**config.mk**
```make
export PLATFORM = sky130hd
export DESIGN_NAME = calendar_date_day_adder
export DESIGN_NICKNAME = d
export VERILOG_FILES = /design/src/sv/cdda_pkg.sv /design/src/sv/cdda_sub_unit.sv /design/src/sv/cdda_wday_sum.sv /design/src/sv/calendar_date_day_adder.sv
export VERILOG_INCLUDE_DIRS = /design/src /design/src/sv
export SDC_FILE = /design/constraint.sdc
export NUM_CORES = 1
export LEC_CHECK = 0
export ABC_AREA = 0
export BUFFER_PORTS_ARGS = -buffer_cell sky130_fd_sc_hd__buf_2
export CORE_MARGIN = 3
export CORE_UTILIZATION = 55
export CTS_CLUSTER_DIAMETER = 200
export DETAILED_ROUTE_END_ITERATION = 12
export PLACE_DENSITY = 0.76
export SLEW_MARGIN = 40
export SYNTH_ARGS = -nofsm -noshare
export SYNTH_HDL_FRONTEND = slang
export SYNTH_SLANG_ARGS = --single-unit
export TNS_END_PERCENT = 10
```
**constraint.sdc**
```tcl
create_clock -name clk -period 13.3 [get_ports clk]
set_clock_uncertainty 0.05 [all_clocks]
set_input_delay 0.665 -clock clk [delete_from_list [all_inputs] [get_ports clk]]
set_output_delay 0.665 -clock clk [all_outputs]
set_load 0.02 [all_outputs]
```
**src/sv/calendar_date_day_adder_assert.svh**
```systemverilog
// assertion macros for the calendar date day adder
`ifndef CALENDAR_DATE_DAY_ADDER_ASSERT_SVH
`define CALENDAR_DATE_DAY_ADDER_ASSERT_SVH

`ifndef ASSERT_OFF
// property that must hold at every edge out of reset
`define CDDA_ASSERT_ALWAYS(label, expr, msg) \
  label: assert property (@(posedge clk) disable iff (rst) (expr)) else $error(msg);
// consequent must hold in the cycle after the antecedent
`define CDDA_ASSERT_NEXT(label, ante, cons, msg) \
  label: assert property (@(posedge clk) disable iff (rst) (ante) |=> (cons)) else $error(msg);
`else
`define CDDA_ASSERT_ALWAYS(label, expr, msg)
`define CDDA_ASSERT_NEXT(label, ante, cons, msg)
`endif

`endif

```
**src/sv/cdda_pkg.sv**
```systemverilog
package cdda_pkg;

  typedef logic [13:0] year_t;
  typedef logic [3:0]  month_t;
  typedef logic [4:0]  day_t;
  typedef logic [2:0]  weekday_t;
  typedef logic [1:0]  status_t;
  typedef logic [6:0]  yy_t;
  typedef logic [7:0]  century_t;

  // flags from the shared compare/subtract unit
  typedef struct packed {
    logic ge;
    logic gt;
  } sub_flags_t;

  localparam logic OP_LOAD = 1'b0;
  localparam logic OP_ADD  = 1'b1;

  localparam status_t STAT_OK       = 2'd0;
  localparam status_t STAT_INVALID  = 2'd1;
  localparam status_t STAT_OVERFLOW = 2'd2;

  localparam month_t MONTH_JAN = 4'd1;
  localparam month_t MONTH_FEB = 4'd2;
  localparam month_t MONTH_DEC = 4'd12;

  // leap test from year mod 100 and year / 100
  function automatic logic is_leap(input yy_t yy, input century_t c);
    is_leap = (yy[1:0] == 2'd0) && ((yy != 7'd0) || (c[1:0] == 2'd0));
  endfunction

  // days in a month, any code outside 1..12 counts as 31
  function automatic day_t month_len(input month_t m, input logic leap);
    case (m)
      4'd2:    month_len = leap ? 5'd29 : 5'd28;
      4'd4,
      4'd6,
      4'd9,
      4'd11:   month_len = 5'd30;
      default: month_len = 5'd31;
    endcase
  endfunction

  // key value of each month
  function automatic logic [2:0] month_key(input month_t m);
    case (m)
      4'd1:    month_key = 3'd1;
      4'd2:    month_key = 3'd4;
      4'd3:    month_key = 3'd4;
      4'd4:    month_key = 3'd0;
      4'd5:    month_key = 3'd2;
      4'd6:    month_key = 3'd5;
      4'd7:    month_key = 3'd0;
      4'd8:    month_key = 3'd3;
      4'd9:    month_key = 3'd6;
      4'd10:   month_key = 3'd1;
      4'd11:   month_key = 3'd4;
      4'd12:   month_key = 3'd6;
      default: month_key = 3'd0;
    endcase
  endfunction

  // century code by table index
  function automatic logic [2:0] century_code(input logic [1:0] idx);
    case (idx)
      2'd0:    century_code = 3'd4;
      2'd1:    century_code = 3'd2;
      2'd2:    century_code = 3'd0;
      default: century_code = 3'd6;
    endcase
  endfunction

endpackage

```
**src/sv/cdda_sub_unit.sv**
```systemverilog
module cdda_sub_unit #(
  parameter int W = 14
) (
  input  logic [W-1:0]         a,
  input  logic [W-1:0]         b,
  output logic [W-1:0]         diff,
  output cdda_pkg::sub_flags_t flags
);
  import cdda_pkg::*;

  logic borrow;

  // one subtractor serves year mod 100, month stepping and mod 7
  assign {borrow, diff} = {1'b0, a} - {1'b0, b};
  assign flags.ge = !borrow;
  assign flags.gt = !borrow && (diff != '0);

endmodule

```
**src/sv/cdda_wday_sum.sv**
```systemverilog
module cdda_wday_sum (
  input  cdda_pkg::yy_t      yy,
  input  cdda_pkg::century_t c,
  input  cdda_pkg::month_t   month,
  input  cdda_pkg::day_t     day,
  output logic [7:0]         sum
);
  import cdda_pkg::*;

  logic       jan_feb_leap;
  logic [1:0] cc_idx;

  // leap years take one off in january and february
  assign jan_feb_leap = ((month == MONTH_JAN) || (month == MONTH_FEB)) && is_leap(yy, c);
  assign cc_idx = c[1:0] - 2'd1;

  // key value sum, reduced mod 7 by the sequencer
  assign sum = 8'(yy[6:2]) + 8'(day) + 8'(yy) + 8'd7
             + 8'(month_key(month)) + 8'(century_code(cc_idx))
             - 8'(jan_feb_leap);

endmodule

```
**src/sv/calendar_date_day_adder.sv**
```systemverilog
// a load passes through S_DIV, S_REM, S_CHECK, S_WSUM and S_MOD7 to S_DONE
// an add steps through S_STEP one month end at a time, then S_WSUM, S_MOD7 and S_DONE;
// it stops stepping when the year would pass the last year
// throughput: one word at a time, in_ready is high only while the sequencer is idle
// a waiting result sits in the output register while the next word is accepted
// reset: synchronous active-high rst sets the date to january 1, 2001 and clears valids
`include "calendar_date_day_adder_assert.svh"

module calendar_date_day_adder #(
  parameter int MAX_YEAR   = 9999,
  parameter int COUNT_BITS = 12
) (
  input  logic                  clk,
  input  logic                  rst,
  input  logic                  in_valid,
  output logic                  in_ready,
  input  logic                  operation,
  input  cdda_pkg::year_t       load_year,
  input  cdda_pkg::month_t      load_month,
  input  cdda_pkg::day_t        load_day,
  input  logic [COUNT_BITS-1:0] day_count,
  output logic                  out_valid,
  input  logic                  out_ready,
  output cdda_pkg::year_t       year_out,
  output cdda_pkg::month_t      month_out,
  output cdda_pkg::day_t        day_out,
  output cdda_pkg::weekday_t    weekday,
  output cdda_pkg::status_t     status
);
  import cdda_pkg::*;

  localparam int W = (COUNT_BITS + 1 > 14) ? COUNT_BITS + 1 : 14;
  localparam year_t       MAX_Y    = 14'(MAX_YEAR);
  localparam logic [W-1:0] DIV_BASE = W'(100);
  localparam logic [W-1:0] MOD_BASE = W'(7);
  localparam logic [26:0] DIV_RECIP = 27'd5243;

  localparam logic [2:0] S_IDLE  = 3'd0;
  localparam logic [2:0] S_DIV   = 3'd1;
  localparam logic [2:0] S_CHECK = 3'd2;
  localparam logic [2:0] S_STEP  = 3'd3;
  localparam logic [2:0] S_WSUM  = 3'd4;
  localparam logic [2:0] S_MOD7  = 3'd5;
  localparam logic [2:0] S_DONE  = 3'd6;
  localparam logic [2:0] S_REM   = 3'd7;

  logic [2:0] state;

  // stored date with its split year
  year_t    year_reg;
  month_t   month_reg;
  day_t     day_reg;
  yy_t      yy_reg;
  century_t c_reg;

  // working copies
  logic [W-1:0] acc;
  year_t        wy;
  month_t       wm;
  day_t         wd;
  yy_t          wyy;
  century_t     wc;
  status_t      res_status;

  logic [W-1:0] sub_b;
  logic [W-1:0] sub_diff;
  sub_flags_t   sub_flags;
  logic [7:0]   wsum;
  logic [4:0]   fold1;
  logic [3:0]   fold2;
  logic [26:0]  div_prod;
  century_t     div_quot;
  logic         step_leap;
  logic         chk_leap;
  logic         load_ok;
  year_t        split_year;
  logic         day_fits;

  assign in_ready  = (state == S_IDLE);
  assign step_leap = is_leap(wyy, wc);
  assign chk_leap  = is_leap(acc[6:0], wc);
  assign load_ok   = (wy <= MAX_Y) && (wm >= MONTH_JAN) && (wm <= MONTH_DEC) &&
                     (wd != 5'd0) && (wd <= month_len(wm, chk_leap));

  // year / 100 by reciprocal multiplication, exact for every 14-bit year
  assign div_prod = 27'(acc[13:0]) * DIV_RECIP;
  assign div_quot = div_prod[26:19];

  // fold the weekday sum in 3-bit groups, 8 = 1 mod 7
  assign fold1 = 5'(wsum[7:6]) + 5'(wsum[5:3]) + 5'(wsum[2:0]);
  assign fold2 = 4'(fold1[4:3]) + 4'(fold1[2:0]);

  // operand select for the shared subtractor
  always_comb begin
    case (state)
      S_REM:   sub_b = W'(wc) * DIV_BASE;
      S_STEP:  sub_b = W'(month_len(wm, step_leap));
      S_MOD7:  sub_b = MOD_BASE;
      default: sub_b = '0;
    endcase
  end

  cdda_sub_unit #(.W(W)) u_sub (
    .a     (acc),
    .b     (sub_b),
    .diff  (sub_diff),
    .flags (sub_flags)
  );

  cdda_wday_sum u_wsum (
    .yy    (yy_reg),
    .c     (c_reg),
    .month (month_reg),
    .day   (day_reg),
    .sum   (wsum)
  );

  // sequencer and stored date
  always_ff @(posedge clk) begin
    if (rst) begin
      state     <= S_IDLE;
      out_valid <= 1'b0;
      year_reg  <= 14'd2001;
      month_reg <= MONTH_JAN;
      day_reg   <= 5'd1;
      yy_reg    <= 7'd1;
      c_reg     <= 8'd20;
    end else begin
      // the output register frees on a taken word unless a new one loads
      if (out_valid && out_ready && (state != S_DONE)) begin
        out_valid <= 1'b0;
      end
      case (state)
        S_IDLE: begin
          if (in_valid) begin
            if (operation == OP_LOAD) begin
              acc   <= W'(load_year);
              wy    <= load_year;
              wm    <= load_month;
              wd    <= load_day;
              wc    <= '0;
              state <= S_DIV;
            end else begin
              acc   <= W'(day_count) + W'(day_reg);
              wy    <= year_reg;
              wm    <= month_reg;
              wyy   <= yy_reg;
              wc    <= c_reg;
              state <= S_STEP;
            end
          end
        end
        // century of the loaded year
        S_DIV: begin
          wc    <= div_quot;
          state <= S_REM;
        end
        // year mod 100 on the shared subtractor
        S_REM: begin
          acc   <= sub_diff;
          state <= S_CHECK;
        end
        // validate the loaded date and commit it when valid
        S_CHECK: begin
          if (load_ok) begin
            year_reg   <= wy;
            month_reg  <= wm;
            day_reg    <= wd;
            yy_reg     <= acc[6:0];
            c_reg      <= wc;
            res_status <= STAT_OK;
          end else begin
            res_status <= STAT_INVALID;
          end
          state <= S_WSUM;
        end
        // one month a cycle until the day fits or the year would pass the last year
        S_STEP: begin
          if (sub_flags.gt) begin
            acc <= sub_diff;
            if (wm >= MONTH_DEC) begin
              wm <= MONTH_JAN;
              if (wy >= MAX_Y) begin
                res_status <= STAT_OVERFLOW;
                state      <= S_WSUM;
              end else begin
                wy <= wy + 14'd1;
                if (wyy == 7'd99) begin
                  wyy <= '0;
                  wc  <= wc + 8'd1;
                end else begin
                  wyy <= wyy + 7'd1;
                end
              end
            end else begin
              wm <= wm + 4'd1;
            end
          end else begin
            year_reg   <= wy;
            month_reg  <= wm;
            day_reg    <= acc[4:0];
            yy_reg     <= wyy;
            c_reg      <= wc;
            res_status <= STAT_OK;
            state      <= S_WSUM;
          end
        end
        S_WSUM: begin
          acc   <= W'(fold2);
          state <= S_MOD7;
        end
        // folded sum is at most 8, one subtract of 7 finishes mod 7
        S_MOD7: begin
          if (sub_flags.ge) begin
            acc <= sub_diff;
          end
          state <= S_DONE;
        end
        // hand the word to the output register once it is free
        S_DONE: begin
          if (!out_valid || out_ready) begin
            out_valid <= 1'b1;
            year_out  <= year_reg;
            month_out <= month_reg;
            day_out   <= day_reg;
            weekday   <= (acc[2:0] == 3'd0) ? 3'd6 : acc[2:0] - 3'd1;
            status    <= res_status;
            state     <= S_IDLE;
          end
        end
        default: begin
          state <= S_IDLE;
        end
      endcase
    end
  end

  // stored date views for the checks
  assign split_year = 14'(c_reg) * 14'd100 + 14'(yy_reg);
  assign day_fits   = (day_reg != 5'd0) &&
                      (day_reg <= month_len(month_reg, is_leap(yy_reg, c_reg)));

  // checks on the sequencer and the stored date
  `CDDA_ASSERT_NEXT(a_busy_after_accept, in_valid && in_ready, !in_ready, "ready after accept")
  `CDDA_ASSERT_ALWAYS(a_split_year, split_year == year_reg, "split year mismatch")
  `CDDA_ASSERT_ALWAYS(a_day_fits, day_fits, "stored day out of month")
  `CDDA_ASSERT_ALWAYS(a_weekday_range, !out_valid || (weekday <= 3'd6), "weekday out of range")

endmodule

```
==> flow_summary.yaml <==
synth:
  ys_seq_area_frac: 0.276
  synth-simple-area-share: 0.120
  synth_top_family_by_area: "adder cells"
  synth_area_mm2: 0.0122
  synth_compound_area_frac: 0.150
  netlist_instances: 1293
  syn_nets: 1594
  yosys_register_bits: 127
  synthMuxAreaShare: 0.0132
  yosysWarnings: 0
  synth_xor_area_frac: 0.0489
  ys_types: 74
  synth_ff_type: "edfxtp_1"
  synth.avg_cell_area_um2: 9.43
  synthArstFlopShare: 0
  synth_edf_count: 82
  synthAdderAreaFrac: 0.317
job:
  maxCapViolCount: 0
finish:
  insertedDiodeCount: 0
  area_growth_pct: 9.90
  fill_cells: 1749
  regArea_mm2: 0.00336
  layout.nets: 1641
  multi_input_area_mm2: 0.00797
  drive_above_1_share: 0.0976
critical_path:
  crit_type: "register to register"
  worst_setup_path_start_kind: "register"
  critPathMaxFanout: 7
  cp_data_required_time_ns: 13.30
  r2r_slack_ns: 7.07
  crit_arrival_ns: 6.23
  setup.worst_path.end_class: "register"
timing:
  fin_tns_setup_ns: 0
  fmaxAchievable_ghz: 0.160
  rsz0062_at_grt: "false"
  report.final.slew_viol_count: 0
  setup_viol_count_final: 0
  relSlewSlack: 0.461
  fin_crit_sh: 0.469
  final-hold-violation-count: 0
  worst_pin_slew_ns: 0.809
  layout_min_cycle_time_ns: 6.23
global_routing:
  grt_pass1_wl_um: 50300
  grt.overflow.total: 0
  track_usage: 0.262
  grt_antenna_before_repair: 0
  grt_max_degree: 60
  grt_pass1_vias: 9735
clock_network:
  numCtsBuffers: 17
  clk_path_buf_depth: 2
  cts_hold_buf: 0
  path_clk_slew_ns: 0.06
  cts_root_buf: "clkbuf_16"
  clock_sinks: 127
  cts-htree-levels: 4
  clock_latency_ns: 0.43
  cts_setup_buffers: 0
  cts_resized: 0
  cts_tree: "built"
detailed_routing:
  drc: 0
  viasPerCell: 5.90
  drtAntennaViolNets: 0
  num_vias: 9607
  first_iter_violations: 841
  first_pass_iters: 6
  routed_wl_um: 30700
  routedWlPerCell_um: 18.9
die:
  die_h_um: 155
  die_w_um: 155
  row_count: 53
  start_util: 0.569
  coreArea_mm2: 0.0214
  io_pins: 70
  dieArea_mm2: 0.0240
placed_design:
  port_buffers: 69
  globalplace.congestion: 0.946
  dp_hpwl_um: 24000
hold_path:
  hold_path.class: "input pin to register"
outcome:
  outcome: "finished, final reports clean"
## kinds of logic (layout without fill, tap and decap cells)
family,Yosys count,in the layout
AND/OR/NAND/NOR,313,313
buffers and inverters,237,297
flip-flops,127,127
AO/OA/AOI/OAI,271,271
adder cells (fa/ha/maj),261,261
XOR/XNOR,68,68
multiplexers,16,16
## Yosys cell counts (7+ instances only)
cell	number	area [µm²]
a211oi_1	16	120
dfxtp_1	45	901
xor2_1	24	210
edfxtp_1	82	2460
nand2b_1	14	87.6
fa_1	80	1600
a21o_1	16	120
xnor2_1	44	385
o22ai_1	11	68.8
clkbuf_1	36	135
ha_1	181	2260
mux2i_1	15	150
a31oi_1	11	68.8
a22oi_1	7	52.6
nor2b_1	18	113
nor3_1	16	80.1
and3_1	13	81.3
nand3_1	32	160
nor2_1	51	191
a21oi_1	78	390
o21bai_1	8	60.1
nand2_1	136	510
o21ai_0	46	230
inv_1	188	706
## metrics by stage
stage	cells	area, µm²	setup slack, ns	utilization	hold slack [ns]
floorplan	1293	12200	7.27	-	0.350
global placement	1596	12700	7.13	0.595	0.395
detailed placement	1596	12800	7.16	0.597	0.397
CTS	1628	13400	7.12	0.625	0.351
global route	1628	13400	6.63	0.626	0.359
finish	1628	13400	7.07	0.626	0.363
## path summary, 6_finish.rpt
kind | start | to | cells after the start
worst max-delay path | wc[2] | wyy[0] | 16
worst min-delay path | load_day[2] | wd[2] | 1
worst max register to register | wc[2] | wyy[0] | 16
worst min register to register | c_reg[3] | c_reg[3] | 2
## worst max-delay path, cell delays in order, from the launching register on
cell and delay, ns:
edfxtp_1 0.49, ha_1 0.34, ha_1 0.31, fa_1 0.46
ha_1 0.34, a21oi_1 0.21, o21bai_1 0.09, a21oi_1 0.21
xnor2_1 0.14, nand2_1 0.08, ha_1 0.34, and3_1 0.23
or4b_2 0.59, a31oi_1 0.38, a21boi_1 0.50, o21ai_0 0.36
a21oi_1 0.74
## cells in the final DEF, fill, tap and decap left out, types with 15 or more instances in the layout
cell type and n:
inv_1 188, ha_1 181, nand2_1 135, edfxtp_1 82, fa_1 80, a21oi_1 78, buf_2 68, nor2_1 51
o21ai_0 46, dfxtp_1 45, xnor2_1 44, nand3_1 32, xor2_1 24, nor2b_1 18, clkbuf_16 17, a21o_1 16
a211oi_1 16, mux2i_1 15
## layout make-up
cell class | instances | area share
Timing Repair Buffer | 76 | 0.0299
Sequential cell | 127 | 0.251
Inverter | 189 | 0.0530
Tap cell | 275 | 0.0257
Multi-Input combinational cell | 929 | 0.595
Clock inverter | 15 | 0.0142
Clock buffer | 17 | 0.0318
## routing by layer
metal,global-route usage,part of all wire,vias up
met5,0,0,-
met4,0.0833,0.027,0
met3,0.0509,0.079,66
met2,0.418,0.46,378
met1,0.364,0.43,4585
li1,-,-,4578
Power is not shown: default switching activity piles up to over one toggle a cycle in this logic, so the estimate is an artifact.
